[src/rtl/assert_macros.svh]
// ----------------------------------------------------------------------------
// assert_macros.svh
// Concurrent assertion helpers used by the RTL.
// ----------------------------------------------------------------------------
`ifndef ASSERT_MACROS_SVH
`define ASSERT_MACROS_SVH

`ifndef SYNTHESIS
// Check a property on every rising clock edge outside reset.
`define ASSERT_AT(label, clk, rst, prop) \
   label: assert property (@(posedge clk) disable iff (rst) (prop)) \
      else $error("assertion failed");
// Check that a condition never holds outside reset.
`define ASSERT_NEVER(label, clk, rst, cond) \
   label: assert property (@(posedge clk) disable iff (rst) !(cond)) \
      else $error("forbidden condition seen");
`else
`define ASSERT_AT(label, clk, rst, prop)
`define ASSERT_NEVER(label, clk, rst, cond)
`endif

`endif

[src/rtl/hrcd_pkg.sv]
// ----------------------------------------------------------------------------
// hrcd_pkg
// Types, constants and character helpers for the HTTP reply deframer.
// ----------------------------------------------------------------------------
`default_nettype none

package hrcd_pkg;

   localparam int LINE_BYTES_DEFAULT = 128;

   localparam int TE_LEN = 17;
   localparam int CK_LEN = 7;
   localparam logic [8*TE_LEN-1:0] TE_TEXT = "transfer-encoding";
   localparam logic [8*CK_LEN-1:0] CK_TEXT = "chunked";

   localparam logic [7:0] CHAR_LF    = 8'h0a;
   localparam logic [7:0] CHAR_CR    = 8'h0d;
   localparam logic [7:0] CHAR_SPACE = 8'h20;
   localparam logic [7:0] CHAR_NUL   = 8'h00;
   localparam logic [7:0] CHAR_LC_C  = 8'h63;

   typedef enum logic [2:0] {
      PH_STATUS,
      PH_HEADER,
      PH_BODY,
      PH_SIZE,
      PH_DATA,
      PH_CRLF,
      PH_TRAILER
   } phase_type;

   typedef enum logic [1:0] {
      SCAN_PRE_SPACE,
      SCAN_SKIP_SPACE,
      SCAN_DIGITS,
      SCAN_DONE
   } scan_type;

   typedef struct packed {
      logic        body_valid;
      logic [7:0]  body_byte;
      logic [9:0]  status_code;
      logic        chunked_mode;
      logic        body_finished;
      logic [31:0] body_count;
   } result_type;

   function automatic logic [7:0] te_char(input logic [4:0] pos);
      int idx;
      idx = TE_LEN - 1 - int'(pos);
      if (idx < 0) idx = 0;
      return TE_TEXT[8*idx +: 8];
   endfunction

   function automatic logic [7:0] ck_char(input logic [2:0] pos);
      int idx;
      idx = CK_LEN - 1 - int'(pos);
      if (idx < 0) idx = 0;
      return CK_TEXT[8*idx +: 8];
   endfunction

   function automatic logic [7:0] to_lower(input logic [7:0] b);
      return (b inside {[8'h41:8'h5a]}) ? b + 8'd32 : b;
   endfunction

   function automatic logic is_digit(input logic [7:0] b);
      return b inside {[8'h30:8'h39]};
   endfunction

   // {hit, value} for one hex character
   function automatic logic [4:0] hex_value(input logic [7:0] b);
      logic [7:0] d;
      d = 8'd0;
      if (b inside {[8'h30:8'h39]}) begin
         d = b - 8'h30;
         return {1'b1, d[3:0]};
      end else if (b inside {[8'h61:8'h66]}) begin
         d = b - 8'h57;
         return {1'b1, d[3:0]};
      end else if (b inside {[8'h41:8'h46]}) begin
         d = b - 8'h37;
         return {1'b1, d[3:0]};
      end
      return 5'd0;
   endfunction

endpackage

`default_nettype wire

[src/rtl/hrcd_req_if.sv]
// ----------------------------------------------------------------------------
// hrcd_req_if
// Reply byte channel: one received byte and a restart flag per item.
// ----------------------------------------------------------------------------
`default_nettype none

interface hrcd_req_if;
   logic       valid;
   logic       ready;
   logic [7:0] data_byte;
   logic       start_reply;

   modport source (output valid, output data_byte, output start_reply, input ready);
   modport sink   (input valid, input data_byte, input start_reply, output ready);
endinterface

`default_nettype wire

[src/rtl/hrcd_rsp_if.sv]
// ----------------------------------------------------------------------------
// hrcd_rsp_if
// Result channel: body byte and reply status, one item per input byte.
// ----------------------------------------------------------------------------
`default_nettype none

interface hrcd_rsp_if;
   logic        valid;
   logic        ready;
   logic        body_valid;
   logic [7:0]  body_byte;
   logic [9:0]  status_code;
   logic        chunked_mode;
   logic        body_finished;
   logic [31:0] body_count;

   modport source (output valid, output body_valid, output body_byte, output status_code,
                   output chunked_mode, output body_finished, output body_count,
                   input ready);
   modport sink   (input valid, input body_valid, input body_byte, input status_code,
                   input chunked_mode, input body_finished, input body_count,
                   output ready);
endinterface

`default_nettype wire

[src/rtl/hrcd_parser.sv]
// ----------------------------------------------------------------------------
// hrcd_parser
// Parser state and per-byte next-state logic; state advances on each item.
// ----------------------------------------------------------------------------
`default_nettype none

module hrcd_parser
   import hrcd_pkg::*;
#(
   parameter int LINE_BYTES = LINE_BYTES_DEFAULT
) (
   input  wire logic       clock,
   input  wire logic       reset,
   input  wire logic       advance,
   input  wire logic [7:0] data_byte,
   input  wire logic       start_reply,
   output result_type      result
);

   localparam int FILL_W = $clog2(LINE_BYTES);
   localparam logic [FILL_W-1:0] FILL_LIMIT = FILL_W'(LINE_BYTES - 1);

   phase_type         phase_ff, phase_in, phase_cur;
   logic [FILL_W-1:0] fill_ff, fill_in, fill_cur;
   logic              zend_ff, zend_in, zend_cur;
   logic [9:0]        status_ff, status_in, status_cur;
   scan_type          scan_ff, scan_in, scan_cur;
   logic [1:0]        digits_ff, digits_in, digits_cur;
   logic [9:0]        partial_ff, partial_in, partial_cur;
   logic [4:0]        name_pos_ff, name_pos_in, name_pos_cur;
   logic              mismatch_ff, mismatch_in, mismatch_cur;
   logic [2:0]        word_pos_ff, word_pos_in, word_pos_cur;
   logic              found_ff, found_in, found_cur;
   logic              chunked_ff, chunked_in, chunked_cur;
   logic              hex_act_ff, hex_act_in, hex_act_cur;
   logic [31:0]       remain_ff, remain_in, remain_cur;
   logic [31:0]       total_ff, total_in, total_cur;

   logic       deliver;
   logic       keep;
   logic [7:0] lc;
   logic [4:0] hv;
   logic [3:0] dig;

   // A restart flag clears everything before the byte is looked at.
   always_comb begin
      if (start_reply) begin
         phase_cur    = PH_STATUS;
         fill_cur     = '0;
         zend_cur     = 1'b0;
         status_cur   = '0;
         scan_cur     = SCAN_PRE_SPACE;
         digits_cur   = '0;
         partial_cur  = '0;
         name_pos_cur = '0;
         mismatch_cur = 1'b0;
         word_pos_cur = '0;
         found_cur    = 1'b0;
         chunked_cur  = 1'b0;
         hex_act_cur  = 1'b1;
         remain_cur   = '0;
         total_cur    = '0;
      end else begin
         phase_cur    = phase_ff;
         fill_cur     = fill_ff;
         zend_cur     = zend_ff;
         status_cur   = status_ff;
         scan_cur     = scan_ff;
         digits_cur   = digits_ff;
         partial_cur  = partial_ff;
         name_pos_cur = name_pos_ff;
         mismatch_cur = mismatch_ff;
         word_pos_cur = word_pos_ff;
         found_cur    = found_ff;
         chunked_cur  = chunked_ff;
         hex_act_cur  = hex_act_ff;
         remain_cur   = remain_ff;
         total_cur    = total_ff;
      end
   end

   always_comb begin
      phase_in    = phase_cur;
      fill_in     = fill_cur;
      zend_in     = zend_cur;
      status_in   = status_cur;
      scan_in     = scan_cur;
      digits_in   = digits_cur;
      partial_in  = partial_cur;
      name_pos_in = name_pos_cur;
      mismatch_in = mismatch_cur;
      word_pos_in = word_pos_cur;
      found_in    = found_cur;
      chunked_in  = chunked_cur;
      hex_act_in  = hex_act_cur;
      remain_in   = remain_cur;
      deliver     = 1'b0;
      keep        = 1'b0;
      lc          = to_lower(data_byte);
      hv          = hex_value(data_byte);
      dig         = data_byte[3:0];

      case (phase_cur)
         PH_STATUS, PH_HEADER, PH_SIZE: begin
            if (data_byte == CHAR_LF) begin
               if (phase_cur == PH_STATUS) begin
                  if (digits_cur == 2'd3) status_in = partial_cur;
                  phase_in = PH_HEADER;
               end else if (phase_cur == PH_SIZE) begin
                  phase_in = (remain_cur != 32'd0) ? PH_DATA : PH_TRAILER;
               end else if (fill_cur == '0) begin
                  phase_in = chunked_cur ? PH_SIZE : PH_BODY;
               end else if (!mismatch_cur && name_pos_cur == 5'(TE_LEN) && found_cur) begin
                  chunked_in = 1'b1;
               end
               // clear per-line state
               fill_in     = '0;
               zend_in     = 1'b0;
               scan_in     = SCAN_PRE_SPACE;
               digits_in   = '0;
               partial_in  = '0;
               name_pos_in = '0;
               mismatch_in = 1'b0;
               word_pos_in = '0;
               found_in    = 1'b0;
               hex_act_in  = 1'b1;
            end else if (data_byte != CHAR_CR && fill_cur < FILL_LIMIT) begin
               fill_in = fill_cur + FILL_W'(1);
               keep    = !zend_cur;
            end
         end
         PH_BODY: deliver = 1'b1;
         PH_DATA: begin
            deliver   = 1'b1;
            remain_in = remain_cur - 32'd1;
            if (remain_cur == 32'd1) phase_in = PH_CRLF;
         end
         PH_CRLF: begin
            if (data_byte == CHAR_LF) phase_in = PH_SIZE;
         end
         default: ;
      endcase

      // examine a kept line byte
      if (keep) begin
         if (data_byte == CHAR_NUL) begin
            zend_in    = 1'b1;
            hex_act_in = 1'b0;
         end else if (phase_cur == PH_STATUS) begin
            case (scan_cur)
               SCAN_PRE_SPACE: begin
                  if (data_byte == CHAR_SPACE) scan_in = SCAN_SKIP_SPACE;
               end
               SCAN_SKIP_SPACE: begin
                  if (data_byte != CHAR_SPACE) begin
                     scan_in = SCAN_DONE;
                     if (is_digit(data_byte)) begin
                        partial_in = {6'd0, dig};
                        digits_in  = 2'd1;
                        scan_in    = SCAN_DIGITS;
                     end
                  end
               end
               SCAN_DIGITS: begin
                  if (is_digit(data_byte) && digits_cur != 2'd3) begin
                     partial_in = 10'(partial_cur * 10'd10 + {6'd0, dig});
                     digits_in  = digits_cur + 2'd1;
                     if (digits_cur == 2'd2) scan_in = SCAN_DONE;
                  end else begin
                     scan_in = SCAN_DONE;
                  end
               end
               default: ;
            endcase
         end else if (phase_cur == PH_HEADER) begin
            if (!mismatch_cur) begin
               if (name_pos_cur != 5'(TE_LEN)) begin
                  if (lc == te_char(name_pos_cur)) name_pos_in = name_pos_cur + 5'd1;
                  else mismatch_in = 1'b1;
               end else if (!found_cur) begin
                  if (lc == ck_char(word_pos_cur)) begin
                     word_pos_in = word_pos_cur + 3'd1;
                     if (word_pos_cur == 3'(CK_LEN - 1)) found_in = 1'b1;
                  end else begin
                     word_pos_in = (lc == CHAR_LC_C) ? 3'd1 : 3'd0;
                  end
               end
            end
         end else if (hex_act_cur) begin
            if (hv[4]) remain_in = {remain_cur[27:0], hv[3:0]};
            else hex_act_in = 1'b0;
         end
      end

      total_in = deliver ? total_cur + 32'd1 : total_cur;
   end

   always_comb begin
      result.body_valid    = deliver;
      result.body_byte     = deliver ? data_byte : 8'd0;
      result.status_code   = status_in;
      result.chunked_mode  = chunked_in;
      result.body_finished = (phase_in == PH_TRAILER);
      result.body_count    = total_in;
   end

   always_ff @(posedge clock) begin
      if (reset) begin
         phase_ff    <= PH_STATUS;
         fill_ff     <= '0;
         zend_ff     <= 1'b0;
         status_ff   <= '0;
         scan_ff     <= SCAN_PRE_SPACE;
         digits_ff   <= '0;
         partial_ff  <= '0;
         name_pos_ff <= '0;
         mismatch_ff <= 1'b0;
         word_pos_ff <= '0;
         found_ff    <= 1'b0;
         chunked_ff  <= 1'b0;
         hex_act_ff  <= 1'b1;
         remain_ff   <= '0;
         total_ff    <= '0;
      end else if (advance) begin
         phase_ff    <= phase_in;
         fill_ff     <= fill_in;
         zend_ff     <= zend_in;
         status_ff   <= status_in;
         scan_ff     <= scan_in;
         digits_ff   <= digits_in;
         partial_ff  <= partial_in;
         name_pos_ff <= name_pos_in;
         mismatch_ff <= mismatch_in;
         word_pos_ff <= word_pos_in;
         found_ff    <= found_in;
         chunked_ff  <= chunked_in;
         hex_act_ff  <= hex_act_in;
         remain_ff   <= remain_in;
         total_ff    <= total_in;
      end
   end

endmodule

`default_nettype wire

[src/rtl/http_reply_chunked_deframer.sv]
// ----------------------------------------------------------------------------
// http_reply_chunked_deframer
// HTTP/1.1 reply deframer with chunked transfer decoding, one byte per item.
// ----------------------------------------------------------------------------
// Every accepted byte produces exactly one result item in the next cycle, and a
// new byte can be taken every cycle: the parser state registers and the result
// register are the only storage on the path. The request side stalls only while
// a result item sits unaccepted in the result register. Raise start_reply on
// the first byte of each reply to clear all parser state; lines longer than
// LINE_BYTES-1 bytes are truncated for header and size matching.
`default_nettype none

`include "assert_macros.svh"

module http_reply_chunked_deframer
   import hrcd_pkg::*;
#(
   parameter int LINE_BYTES = LINE_BYTES_DEFAULT
) (
   input  wire logic clock,
   input  wire logic reset,
   hrcd_req_if.sink  req_chan,
   hrcd_rsp_if.source rsp_chan
);

   result_type result;
   result_type rsp_data_ff;
   logic       rsp_valid_ff;
   logic       accept;

   // hold a result until taken, but take a new item in the cycle it leaves
   assign req_chan.ready = !rsp_valid_ff || rsp_chan.ready;
   assign accept         = req_chan.valid && req_chan.ready;

   hrcd_parser #(
      .LINE_BYTES(LINE_BYTES)
   ) u_parser (
      .clock       (clock),
      .reset       (reset),
      .advance     (accept),
      .data_byte   (req_chan.data_byte),
      .start_reply (req_chan.start_reply),
      .result      (result)
   );

   always_ff @(posedge clock) begin
      if (reset) begin
         rsp_valid_ff <= 1'b0;
      end else if (accept) begin
         rsp_valid_ff <= 1'b1;
      end else if (rsp_chan.ready) begin
         rsp_valid_ff <= 1'b0;
      end
   end

   always_ff @(posedge clock) begin
      if (accept) begin
         rsp_data_ff <= result;
      end
   end

   assign rsp_chan.valid         = rsp_valid_ff;
   assign rsp_chan.body_valid    = rsp_data_ff.body_valid;
   assign rsp_chan.body_byte     = rsp_data_ff.body_byte;
   assign rsp_chan.status_code   = rsp_data_ff.status_code;
   assign rsp_chan.chunked_mode  = rsp_data_ff.chunked_mode;
   assign rsp_chan.body_finished = rsp_data_ff.body_finished;
   assign rsp_chan.body_count    = rsp_data_ff.body_count;

   `ASSERT_AT(a_accept_gives_result, clock, reset, accept |=> rsp_valid_ff)
   `ASSERT_NEVER(a_no_body_after_finish, clock, reset, rsp_valid_ff && rsp_data_ff.body_valid && rsp_data_ff.body_finished)
   `ASSERT_AT(a_idle_byte_zero, clock, reset, (rsp_valid_ff && !rsp_data_ff.body_valid) |-> (rsp_data_ff.body_byte == 8'd0))

endmodule

`default_nettype wire
[src/flat_wrapper.sv]
// flat-port wrapper written by rule: the top's interface ports become plain ports
module http_reply_chunked_deframer_flat import hrcd_pkg::*;
#(
   parameter int LINE_BYTES = LINE_BYTES_DEFAULT
)
  (clock, reset, req_chan_valid, req_chan_data_byte, req_chan_start_reply, req_chan_ready, rsp_chan_valid, rsp_chan_body_valid, rsp_chan_body_byte, rsp_chan_status_code, rsp_chan_chunked_mode, rsp_chan_body_finished, rsp_chan_body_count, rsp_chan_ready);
  hrcd_req_if req_chan_i ();
  hrcd_rsp_if rsp_chan_i ();
  input  wire logic clock;
  input  wire logic reset;
  input wire logic [$bits(req_chan_i.valid)-1:0] req_chan_valid;
  input wire logic [$bits(req_chan_i.data_byte)-1:0] req_chan_data_byte;
  input wire logic [$bits(req_chan_i.start_reply)-1:0] req_chan_start_reply;
  output wire logic [$bits(req_chan_i.ready)-1:0] req_chan_ready;
  output wire logic [$bits(rsp_chan_i.valid)-1:0] rsp_chan_valid;
  output wire logic [$bits(rsp_chan_i.body_valid)-1:0] rsp_chan_body_valid;
  output wire logic [$bits(rsp_chan_i.body_byte)-1:0] rsp_chan_body_byte;
  output wire logic [$bits(rsp_chan_i.status_code)-1:0] rsp_chan_status_code;
  output wire logic [$bits(rsp_chan_i.chunked_mode)-1:0] rsp_chan_chunked_mode;
  output wire logic [$bits(rsp_chan_i.body_finished)-1:0] rsp_chan_body_finished;
  output wire logic [$bits(rsp_chan_i.body_count)-1:0] rsp_chan_body_count;
  input wire logic [$bits(rsp_chan_i.ready)-1:0] rsp_chan_ready;
  assign req_chan_i.valid = req_chan_valid;
  assign req_chan_i.data_byte = req_chan_data_byte;
  assign req_chan_i.start_reply = req_chan_start_reply;
  assign req_chan_ready = req_chan_i.ready;
  assign rsp_chan_valid = rsp_chan_i.valid;
  assign rsp_chan_body_valid = rsp_chan_i.body_valid;
  assign rsp_chan_body_byte = rsp_chan_i.body_byte;
  assign rsp_chan_status_code = rsp_chan_i.status_code;
  assign rsp_chan_chunked_mode = rsp_chan_i.chunked_mode;
  assign rsp_chan_body_finished = rsp_chan_i.body_finished;
  assign rsp_chan_body_count = rsp_chan_i.body_count;
  assign rsp_chan_i.ready = rsp_chan_ready;
  http_reply_chunked_deframer #(.LINE_BYTES(LINE_BYTES)) u_core (.clock(clock), .reset(reset), .req_chan(req_chan_i), .rsp_chan(rsp_chan_i));
endmodule
[config.mk]
export PLATFORM = sky130hd
export DESIGN_NAME = http_reply_chunked_deframer_flat
export DESIGN_NICKNAME = d
export VERILOG_FILES = /design/src/rtl/hrcd_pkg.sv /design/src/rtl/hrcd_req_if.sv /design/src/rtl/hrcd_rsp_if.sv /design/src/rtl/hrcd_parser.sv /design/src/rtl/http_reply_chunked_deframer.sv /design/src/flat_wrapper.sv
export VERILOG_INCLUDE_DIRS = /design/src /design/src/rtl
export SDC_FILE = /design/constraint.sdc
export NUM_CORES = 1
export LEC_CHECK = 0
export BUFFER_PORTS_ARGS = -buffer_cell sky130_fd_sc_hd__buf_2
export CAP_MARGIN = 20
export CELL_PAD_IN_SITES_DETAIL_PLACEMENT = 0
export CELL_PAD_IN_SITES_GLOBAL_PLACEMENT = 2
export CORE_AREA = 10 10 178 180
export DETAILED_ROUTE_END_ITERATION = 7
export DIE_AREA = 0 0 188 190
export PLACE_DENSITY_LB_ADDON = 0.3
export SLEW_MARGIN = 10
export SYNTH_ARGS = -nofsm -noshare
export SYNTH_HDL_FRONTEND = slang
export SYNTH_HIERARCHICAL = 1
export SYNTH_SLANG_ARGS = --single-unit
[constraint.sdc]
create_clock -name clock -period 6.4 [get_ports clock]
set_clock_uncertainty 0.05 [all_clocks]
set_input_delay 1.28 -clock clock [delete_from_list [all_inputs] [get_ports clock]]
set_output_delay 1.28 -clock clock [all_outputs]
set_load 0.01 [all_outputs]
==> results.sh, run 1 <==
export IMPL_cp_cell_sequence="buf_4, inv_1, nand2_1, inv_1, ha_1, nor4b_1, a2111oi_2, o32ai_1, xnor2_1, nand3_1, o311a_1, a22o_1"
export IMPL_overflow=0
export IMPL_multi_input_area_um2=6220
export IMPL_clk_latency_ps=430
export IMPL_synth_area_um2=10600
export IMPL_syn_nets=1342
export IMPL_wirelength_mm=29.3
export IMPL_grt_max_degree=76
export IMPL_syn_area_per_cell_um2=8.22
export IMPL_drc=0
export IMPL_die_width_um=188
export IMPL_ys_types=90
export IMPL_drv_slew=0
export IMPL_ys_ff_latch=165
export IMPL_status="complete, no violations"
export IMPL_cp_slowest_stage_delay_ps=740
export IMPL_finalWorstSetupSlack_ps=1970
export IMPL_ant_nets=0
export IMPL_power_density_nw_per_um2=202
export IMPL_layout_nets=1350
export IMPL_ctsResizeCount=0
export IMPL_fmax_mhz=226
export IMPL_final_common_cell="nor2_1"
export IMPL_fin_crit_sh_pct=69.2
export IMPL_synth_edf_count=53
export IMPL_diodes=0
export IMPL_rows=62
export IMPL_yosysWarnings=6
export IMPL_crit_type="in2reg"
export IMPL_drt_iter0_markers=697
export IMPL_timing_critical_path_mode_cell="inv_1"
export IMPL_grt_first_pass_wirelength_mm=48.2
export IMPL_synthToLayoutAreaGrowth_pct=10.7
export IMPL_synth_largest_area_cell="dfxtp_1"
export IMPL_rsz0062_at_grt="false"
export IMPL_use_met2_pct=25.3
export IMPL_via_per_inst=5.55
export IMPL_fin_tns_setup_ps=0
export IMPL_hpwlAfterDp_mm=20.0
export IMPL_htreeDepth=4
export IMPL_yosys_top_cells_area="dfxtp_1 (21%), edfxtp_1 (15%), nor2_1 (5.9%)"
export IMPL_p_leak_nw=4.30
export IMPL_dr_total_vias=9388
export IMPL_synth_top_area_share_pct=21.2
export IMPL_grt_antenna_before_repair=1
export IMPL_place_ws_ps=1520
export IMPL_critPathBufInv=3
export IMPL_postCtsHoldBufs=0
export IMPL_postSynthCellCount=1288
export IMPL_power_mw=2.37
export IMPL_drt_pass1_iterations=7
export IMPL_die_area_um2=35700
export IMPL_cts_sinks=165
export IMPL_die_h_um=190
export IMPL_ys_dominant_reg_cell="dfxtp_1"
export IMPL_track_usage_pct=16.2
export IMPL_cts_tree="yes"
export IMPL_gp_congestion=0.816
export IMPL_drive_gt1_share_pct=10.8
export IMPL_worstSetupStartpointType="input pin"
export IMPL_root_buffer="clkbuf_16"
export IMPL_hold_viol=0
export IMPL_port_buffers=67
export IMPL_hp_class="reg2reg"
export IMPL_grt_util_met1_pct=22.7
export IMPL_slew_headroom_pct=30.6
export IMPL_mostFrequentLayoutCells="nor2_1 (167), nand2_1 (124), dfxtp_1 (112)"
export IMPL_end_kind="register"
export IMPL_numCtsBuffers=17
export IMPL_max_cap_violations=0
export IMPL_nFillCells=2980
export IMPL_path_delay_family="compound AO/OA/AOI/OAI gates"
export IMPL_use_met3_pct=2.69
export IMPL_ir_drop_mv=0.168
export IMPL_worstPathMaxFanout=56
export IMPL_worst_endpoint_required_ps=6680
export IMPL_grt_pass1_vias=8981
export IMPL_cts_buffer_depth=2
export IMPL_globalRoute_busiestLayer="met2"
export IMPL_synth_seq_area_share_pct=36.2
export IMPL_min_period_ps=4430
export IMPL_arrival_ps=4710
export IMPL_start_util_pct=37.5
export IMPL_r2r_setup_slack_ps=2710
export IMPL_post_cts_setup_buffer_count=0
export IMPL_clkTransAtPathRegs_ps=80
export IMPL_worstMarginPinSlew_ps=1040
export IMPL_cpMaxStageDelayCell="nor4b_1"
export IMPL_core_area_um2=28200
export IMPL_seq_area_um2=3830
export IMPL_io_pins=68
export IMPL_wl_per_cell_um=17.3
export IMPL_synth_async_reset_ratio_pct=0
export IMPL_finalSetupViolations=0
layer usage:
metal	share of wire (%)	wire, µm	up-vias
met3	3.5	1010	23
met5	0	0	-
li1	-	-	4676
met2	45	13100	169
met4	0.96	282	0
met1	51	14900	4520
cell type report:
| type | count | share of cell area [%] |
|---|---|---|
| inverters | 42 | 1.35 |
| clock inverters | 15 | 1.41 |
| clock buffers | 17 | 3.63 |
| multi-input cells | 990 | 53.1 |
| well taps | 384 | 4.10 |
| flip-flops and latches | 165 | 32.7 |
| repair buffers | 80 | 3.74 |
worst reg2reg max path: stages, from the launching register on:
cell and delay (ps):
dfxtp_1 500, nor2b_1 270, inv_1 120, ha_1 300, or3b_1 500, and3_1 340
a2111oi_2 330, o32ai_1 140, xnor2_1 250, nand3_1 120, o311a_1 420, a22o_1 250
per-stage QoR:
step / hold WS [ps] / utilization, % / instance area [µm²] / std cells
2_1_floorplan: 367 / - / 10600 / 1288
3_3_place_gp: 378 / 39.4 / 11100 / 1661
3_5_place_dp: 398 / 39.4 / 11100 / 1661
4_1_cts: 417 / 41.5 / 11700 / 1693
5_1_grt: 458 / 41.5 / 11700 / 1693
6_report: 407 / 41.5 / 11700 / 1693
worst paths after layout:
check                            startpoint                        endpoint  depth (start not counted)
max                    req_chan_start_reply  u_core/u_parser/name_pos_ff[2]                         12
min            u_core/u_parser/digits_ff[1]    u_core/u_parser/digits_ff[1]                          2
max reg2reg  u_core/u_parser/name_pos_ff[1]  u_core/u_parser/name_pos_ff[2]                         11
min reg2reg    u_core/u_parser/digits_ff[1]    u_core/u_parser/digits_ff[1]                          2
cell usage after synthesis, drive strengths merged (4+ instances only):
| master | n |
|---|---|
| nand2b | 15 |
| a21oi | 86 |
| xnor2 | 38 |
| o221ai | 4 |
| nand4 | 17 |
| a32oi | 6 |
| a2bb2oi | 4 |
| o22ai | 5 |
| o21a | 10 |
| nor4b | 10 |
| a31oi | 7 |
| a311oi | 5 |
| nor3 | 56 |
| o211ai | 15 |
| nand3 | 32 |
| a211oi | 17 |
| and2 | 19 |
| or3 | 11 |
| buf | 31 |
| or4 | 5 |
| nand4b | 4 |
| edfxtp | 53 |
| o21ai | 72 |
| a21o | 8 |
| o31a | 4 |
| nor4 | 14 |
| and4 | 7 |
| o2111ai | 4 |
| inv | 40 |
| dfxtp | 112 |
| nand2 | 124 |
| and3 | 18 |
| nor2b | 26 |
| a221oi | 5 |
| xor2 | 21 |
| mux2i | 27 |
| nor2 | 167 |
| a22oi | 12 |
| ha | 39 |
| nor3b | 10 |
| a22o | 13 |
| clkbuf | 60 |
sequential cells by signal, summed over array words and instances (netlist names), 2 cells and up:
name / count
u_core/rsp_chan.body_count: 32
u_core/u_parser/remain_ff: 32
u_core/u_parser/total_ff: 32
u_core/rsp_chan.status_code: 10
u_core/u_parser/partial_ff: 10
u_core/u_parser/status_ff: 10
u_core/rsp_chan.body_byte: 8
u_core/u_parser/fill_ff: 7
u_core/u_parser/name_pos_ff: 5
u_core/u_parser/phase_ff: 3
u_core/u_parser/word_pos_ff: 3
u_core/u_parser/digits_ff: 2
u_core/u_parser/scan_ff: 2
kinds of logic after synthesis:
| logic type | count (synthesis) | synth area share (%) |
|---|---|---|
| DFF | 165 | 36.2 |
| xor gates and xnor gates | 59 | 4.88 |
| AOI/OAI and AO/OA | 318 | 20.3 |
| muxes | 27 | 2.55 |
| adders and majority gates | 41 | 4.99 |
| and+or+nand+nor | 545 | 26.0 |
| buffers and inverters | 133 | 5.09 |
power by group:
| part | internal (mW) | total [mW] | switching, mW | leakage (nW) |
|---|---|---|---|---|
| Clock | 0.523 | 1.02 | 0.501 | 0.284 |
| Sequential | 1.10 | 1.12 | 0.0168 | 1.44 |
| Combinational | 0.0675 | 0.221 | 0.154 | 2.58 |
| Total | 1.69 | 2.37 | 0.672 | 4.30 |
Note: power is estimated with default switching activity, not from simulation.
==> run 2: changes to the inputs <==
--- a/config.mk
+++ b/config.mk
@@ -6,13 +6,14 @@
 export SDC_FILE = /design/constraint.sdc
 export NUM_CORES = 1
 export LEC_CHECK = 0
+export ABC_AREA = 1
 export BUFFER_PORTS_ARGS = -buffer_cell sky130_fd_sc_hd__buf_2
 export CAP_MARGIN = 20
 export CELL_PAD_IN_SITES_DETAIL_PLACEMENT = 0
 export CELL_PAD_IN_SITES_GLOBAL_PLACEMENT = 2
-export CORE_AREA = 10 10 178 180
+export CORE_AREA = 10 10 199 201
 export DETAILED_ROUTE_END_ITERATION = 7
-export DIE_AREA = 0 0 188 190
+export DIE_AREA = 0 0 209 211
 export PLACE_DENSITY_LB_ADDON = 0.3
 export SLEW_MARGIN = 10
 export SYNTH_ARGS = -nofsm -noshare
==> constraint.sdc (replaced) <==
create_clock -name clock -period 3.8 [get_ports clock]
set_clock_uncertainty 0.05 [all_clocks]
set_input_delay 0.76 -clock clock [delete_from_list [all_inputs] [get_ports clock]]
set_output_delay 0.76 -clock clock [all_outputs]
set_load 0.01 [all_outputs]
==> run 2 against run 1 <==
Worst hold slack improved by 9.5 ps. Largest cell class unchanged. Synthesized cell count grew 26%. Global-route usage is 0.87 points lower. Highest routed layer unchanged. Count of clock-buffer cells in the layout increased by 6. First-iteration DRC count is 20% lower. Register-to-register slack worse by 1700 ps. Wire length up 15%. Power increased by 91%. Non-clock buffer count grew 27. Via count is 10% higher. Die area increased by 23%.
==> results.sh, run 2 <==
export IMPL_io_pins=68
export IMPL_yosysWarnings=6
export IMPL_root_buffer="clkbuf_16"
export IMPL_ir_drop_mv=0.219
export IMPL_fin_crit_sh_pct=79.2
export IMPL_yosys_top_cells_area="dfxtp_1 (20%), edfxtp_1 (14%), nand2_1 (9.7%)"
export IMPL_layout_nets=1732
export IMPL_hold_viol=0
export IMPL_final_common_cell="nand2_1"
export IMPL_synth_most_common_cell="nand2_1"
export IMPL_wirelength_mm=33.8
export IMPL_die_h_um=211
export IMPL_status="complete, no violations"
export IMPL_core_area_um2=35400
export IMPL_mostFrequentLayoutCells="nand2_1 (291), inv_1 (221), nor2_1 (200)"
export IMPL_die_width_um=209
export IMPL_syn_area_per_cell_um2=6.95
export IMPL_postCtsHoldBufs=0
export IMPL_wl_per_cell_um=15.7
export IMPL_syn_nets=1672
export IMPL_fin_tns_setup_ps=0
export IMPL_diodes=0
export IMPL_arrival_ps=3280
export IMPL_dr_total_vias=10300
export IMPL_synth_async_reset_ratio_pct=0
export IMPL_drt_pass1_iterations=5
export IMPL_clk_latency_ps=440
export IMPL_nFillCells=3763
export IMPL_cts_buffer_depth=2
export IMPL_clkTransAtPathRegs_ps=70
export IMPL_overflow=0
export IMPL_whs_ps=416
export IMPL_postSynthCellCount=1618
export IMPL_cts_sinks=165
export IMPL_ys_types=61
export IMPL_worst_endpoint_required_ps=4080
export IMPL_ant_nets=0
export IMPL_grt_pass1_vias=10200
export IMPL_crit_type="in2reg"
export IMPL_synth_largest_area_cell="dfxtp_1"
export IMPL_gp_congestion=0.849
export IMPL_ctsResizeCount=0
export IMPL_rows=69
export IMPL_power_density_nw_per_um2=352
export IMPL_hp_class="reg2reg"
export IMPL_synth_edf_count=53
export IMPL_end_kind="register"
export IMPL_synthToLayoutAreaGrowth_pct=14.0
export IMPL_worstSetupStartpointType="input pin"
export IMPL_start_util_pct=31.8
export IMPL_worstPathMaxFanout=14
export IMPL_finalSetupViolations=0
export IMPL_grt_max_degree=125
export IMPL_slew_headroom_pct=39.1
export IMPL_port_buffers=67
export IMPL_p_leak_nw=5.87
export IMPL_synth_area_um2=11200
export IMPL_grt_antenna_before_repair=1
export IMPL_max_cap_violations=0
export IMPL_numCtsBuffers=17
export IMPL_drv_slew=0
export IMPL_multi_input_area_um2=6130
export IMPL_via_per_inst=4.80
export IMPL_die_area_um2=44100
export IMPL_post_cts_setup_buffer_count=0
export IMPL_yosys_top_cells_count="nand2_1 (291), inv_1 (221), nor2_1 (200)"
export IMPL_htreeDepth=4
export IMPL_ys_dominant_reg_cell="dfxtp_1"
export IMPL_synth_seq_area_share_pct=34.1
export IMPL_drive_gt1_share_pct=14.4
export IMPL_drt_iter0_markers=559
export IMPL_rsz0062_at_grt="false"
export IMPL_synth_top_area_share_pct=19.9
export IMPL_hpwlAfterDp_mm=24.7
export IMPL_cts_tree="yes"
export IMPL_worstMarginPinSlew_ps=913
export IMPL_seq_area_um2=3830
export IMPL_track_usage_pct=15.3
export IMPL_drc=0
export IMPL_grt_first_pass_wirelength_mm=55.1
export IMPL_ys_ff_latch=165
export IMPL_fmax_mhz=332
export IMPL_min_period_ps=3010
[run 2: power by group]
group | internal [mW] | switching [mW]
clock network | 1.07 | 0.778
logic | 0.225 | 0.478
registers | 1.92 | 0.0431
total | 3.22 | 1.30
[run 2: worst paths after layout]
kind / cells after the start / to / startpoint / slack, ps
hold / removal: 2 / u_core/u_parser/fill_ff[0] / u_core/u_parser/fill_ff[0] / 420
hold reg to reg: 2 / u_core/u_parser/fill_ff[0] / u_core/u_parser/fill_ff[0] / 420
setup reg to reg: 17 / u_core/u_parser/name_pos_ff[2] / u_core/u_parser/name_pos_ff[0] / 1040
setup / recovery: 17 / u_core/u_parser/partial_ff[9] / req_chan_start_reply / 790
[run 2: kinds of logic after synthesis]
logic type | synth area share [%]
compound gates | 14.9
xor+xnor | 5.52
simple gates | 29.3
buf+inv | 11.4
flops | 34.1
fa+ha+maj | 4.70
[run 2: final cells by class]
type / instances / share of cell area [%]
tap: 461 / 4.50
inverter: 254 / 7.52
sequential: 165 / 29.9
timing repair buffer: 107 / 5.37
clock inverter: 9 / 0.899
multi-input combinational: 1133 / 47.9
clock buffer: 23 / 3.90
[run 2: worst max-delay path, cell delays in order]
cell     delay, ps
buf_2          220
inv_6          120
buf_4          190
nand2_1        120
inv_1           80
ha_1           300
ha_1           350
a21oi_1        160
nand2_1         90
nand2_1         60
nand2_1         50
a21oi_1        170
xor2_1         200
xor2_1         180
o21ai_0         90
nand2_1         60
a21oi_1         50
[run 2: metal layers]
| layer | track usage, % | up-vias | share of wire [%] |
|---|---|---|---|
| met2 | 26.9 | 157 | 49 |
| met3 | 2.48 | 30 | 3.4 |
| li1 | - | 5390 | - |
| met1 | 18.8 | 4746 | 46 |
| met4 | 4.49 | 0 | 1.4 |
| met5 | 0 | - | 0 |
[run 2: per-stage QoR]
stage          setup slack (ps)  instances  util (%)  power [mW]  cell area (µm²)
6_report                    792       2152      36.2        4.51            12800
3_5_place_dp                302       2120      34.5        2.71            12200
4_1_cts                     789       2152      36.2        4.58            12800
2_1_floorplan              33.9       1618         -        2.48            11300
5_1_grt                     465       2152      36.2        4.73            12800
3_3_place_gp                297       2120      34.5        2.71            12200
==> run 3: changes to the inputs <==
--- a/config.mk
+++ b/config.mk
@@ -11,9 +11,9 @@
 export CAP_MARGIN = 20
 export CELL_PAD_IN_SITES_DETAIL_PLACEMENT = 0
 export CELL_PAD_IN_SITES_GLOBAL_PLACEMENT = 2
-export CORE_AREA = 10 10 199 201
+export CORE_AREA = 10 10 191 193
 export DETAILED_ROUTE_END_ITERATION = 7
-export DIE_AREA = 0 0 209 211
+export DIE_AREA = 0 0 201 203
 export PLACE_DENSITY_LB_ADDON = 0.3
 export SLEW_MARGIN = 10
 export SYNTH_ARGS = -nofsm -noshare
==> constraint.sdc (replaced) <==
create_clock -name clock -period 2.8 [get_ports clock]
set_clock_uncertainty 0.05 [all_clocks]
set_input_delay 0.56 -clock clock [delete_from_list [all_inputs] [get_ports clock]]
set_output_delay 0.56 -clock clock [all_outputs]
set_load 0.01 [all_outputs]
==> run 3 against run 2 <==
Die area down 7.5%. Flip-flop and latch count unchanged. Critical endpoint unchanged. Critical path depth unchanged. Global-route usage up 1.5 points. Register-to-register slack worse by 730 ps. Critical path type unchanged. Power up 36%. Clock power up 24%. First-iteration DRC count down 3.2%. Largest cell class unchanged. Final cell count up 11%.
==> results.sh, run 3 (synthesis results as in run 2) <==
export IMPL_via_per_inst=4.73
export IMPL_fin_tns_setup_ps=0
export IMPL_worstPathMaxFanout=8
export IMPL_cp_cell_sequence="buf_6, clkinv_8, buf_4, nand2_1, inv_1, ha_1, ha_4, a21oi_1, nand2_1, nand2_1, nand2_1, a21oi_1, xor2_1, xor2_1, o21ai_1, nand2_1, a21oi_1"
export IMPL_drt_pass1_iterations=5
export IMPL_die_area_um2=40800
export IMPL_path_delay_family="adder cells"
export IMPL_min_period_ps=2570
export IMPL_arrival_ps=2890
export IMPL_status="complete, no violations"
export IMPL_grt_pass1_vias=10900
export IMPL_power_mw=6.13
export IMPL_grt_max_degree=125
export IMPL_grt_first_pass_wirelength_mm=56.4
export IMPL_critPathBufInv=4
export IMPL_wirelength_mm=34.6
export IMPL_overflow=0
export IMPL_cts_buffer_depth=2
export IMPL_drc=0
export IMPL_cts_sinks=165
export IMPL_min_from="rsp_chan_ready"
export IMPL_ant_nets=0
export IMPL_clk_latency_ps=440
export IMPL_cts_tree="yes"
export IMPL_drt_iter0_markers=541
export IMPL_worstMarginPinSlew_ps=869
export IMPL_port_buffers=67
export IMPL_wl_per_cell_um=14.5
export IMPL_cp_slowest_stage_delay_ps=330
export IMPL_power_density_nw_per_um2=414
export IMPL_clkTransAtPathRegs_ps=70
export IMPL_timing_critical_path_mode_cell="nand2_1"
export IMPL_root_buffer="clkbuf_16"
export IMPL_grt_antenna_before_repair=0
export IMPL_drive_gt1_share_pct=26.4
export IMPL_io_pins=68
export IMPL_fin_crit_sh_pct=91.9
export IMPL_worstSetupStartpointType="input pin"
export IMPL_hold_viol=0
export IMPL_finalWorstSetupSlack_ps=226
export IMPL_dr_total_vias=11300
export IMPL_slew_headroom_pct=42.0
export IMPL_die_h_um=203
export IMPL_postCtsHoldBufs=0
export IMPL_diodes=0
export IMPL_crit_type="in2reg"
export IMPL_p_leak_nw=7.05
export IMPL_htreeDepth=4
export IMPL_r2r_start="u_core/u_parser/name_pos_ff[1]"
export IMPL_layout_nets=1980
export IMPL_finalSetupViolations=0
export IMPL_ir_drop_mv=0.415
export IMPL_mostFrequentLayoutCells="nand2_1 (289), buf_4 (280), inv_1 (220)"
export IMPL_hpwlAfterDp_mm=26.0
export IMPL_place_ws_ps=-352
export IMPL_cpMaxStageDelayCell="ha_1"
export IMPL_drv_slew=0
export IMPL_synthToLayoutAreaGrowth_pct=31.5
export IMPL_whs_ps=359
export IMPL_core_area_um2=32500
export IMPL_worst_endpoint_required_ps=3120
export IMPL_end_kind="register"
export IMPL_max_cap_violations=0
export IMPL_die_width_um=201
export IMPL_gp_congestion=0.873
export IMPL_rsz0062_at_grt="false"
export IMPL_start_util_pct=34.6
export IMPL_fmax_mhz=388
export IMPL_hp_class="in2reg"
export IMPL_final_common_cell="nand2_1"
export IMPL_numCtsBuffers=17
export IMPL_track_usage_pct=16.8
export IMPL_critPathLaunch="req_chan_start_reply"
export IMPL_rows=66
## run 3: metrics by stage
| step | std cells | utilization, % | cell area (µm²) |
|---|---|---|---|
| after global placement | 2346 | 43.6 | 14200 |
| after floorplan | 1618 | - | 11400 |
| final | 2381 | 45.6 | 14800 |
| after detailed placement | 2346 | 43.6 | 14200 |
| after global routing | 2381 | 45.6 | 14800 |
| after CTS | 2378 | 45.3 | 14700 |
## run 3: power by group
part	switching, mW	total, mW	internal [mW]	leakage, nW
Sequential	0.0572	2.67	2.61	1.45
Clock	1.04	2.29	1.24	0.270
Combinational	0.693	1.17	0.482	5.33
## run 3: final timing paths
path	endpoint	slack, ps	cells past startpoint
hold / removal	u_core/rsp_chan.valid	360	4
setup reg to reg	u_core/u_parser/name_pos_ff[2]	310	19
hold reg to reg	u_core/u_parser/remain_ff[8]	420	2
setup / recovery	u_core/u_parser/partial_ff[9]	230	17
## run 3: layout make-up
class | count | area, µm²
Clock inverter | 13 | 125
Clock buffer | 19 | 433
Tap cell | 442 | 553
Sequential cell | 165 | 3840
Timing Repair Buffer | 355 | 2620
Inverter | 254 | 971
Fill cell | 3336 | 17700
Multi-Input combinational cell | 1133 | 6250
## run 3: repair_timing
| action | CTS | global route |
|---|---|---|
| buffers inserted | 0 | 3 |
| gates resized for setup | 0 | 12 |
| endpoints found under the setup margin | 0 | 15 |
## run 3: layer usage
layer,global-route usage (%),vias up,share of wire (%)
li1,-,5887,-
met1,20.3,5186,46
met2,29.8,169,49
met3,3.01,30,3.8
met4,4.84,0,1.6
met5,0,-,0
## run 3: worst min-delay path, cell delays in order
cell and delay, ps:
buf_2 80, inv_2 40, nand2_2 60, a21oi_2 40
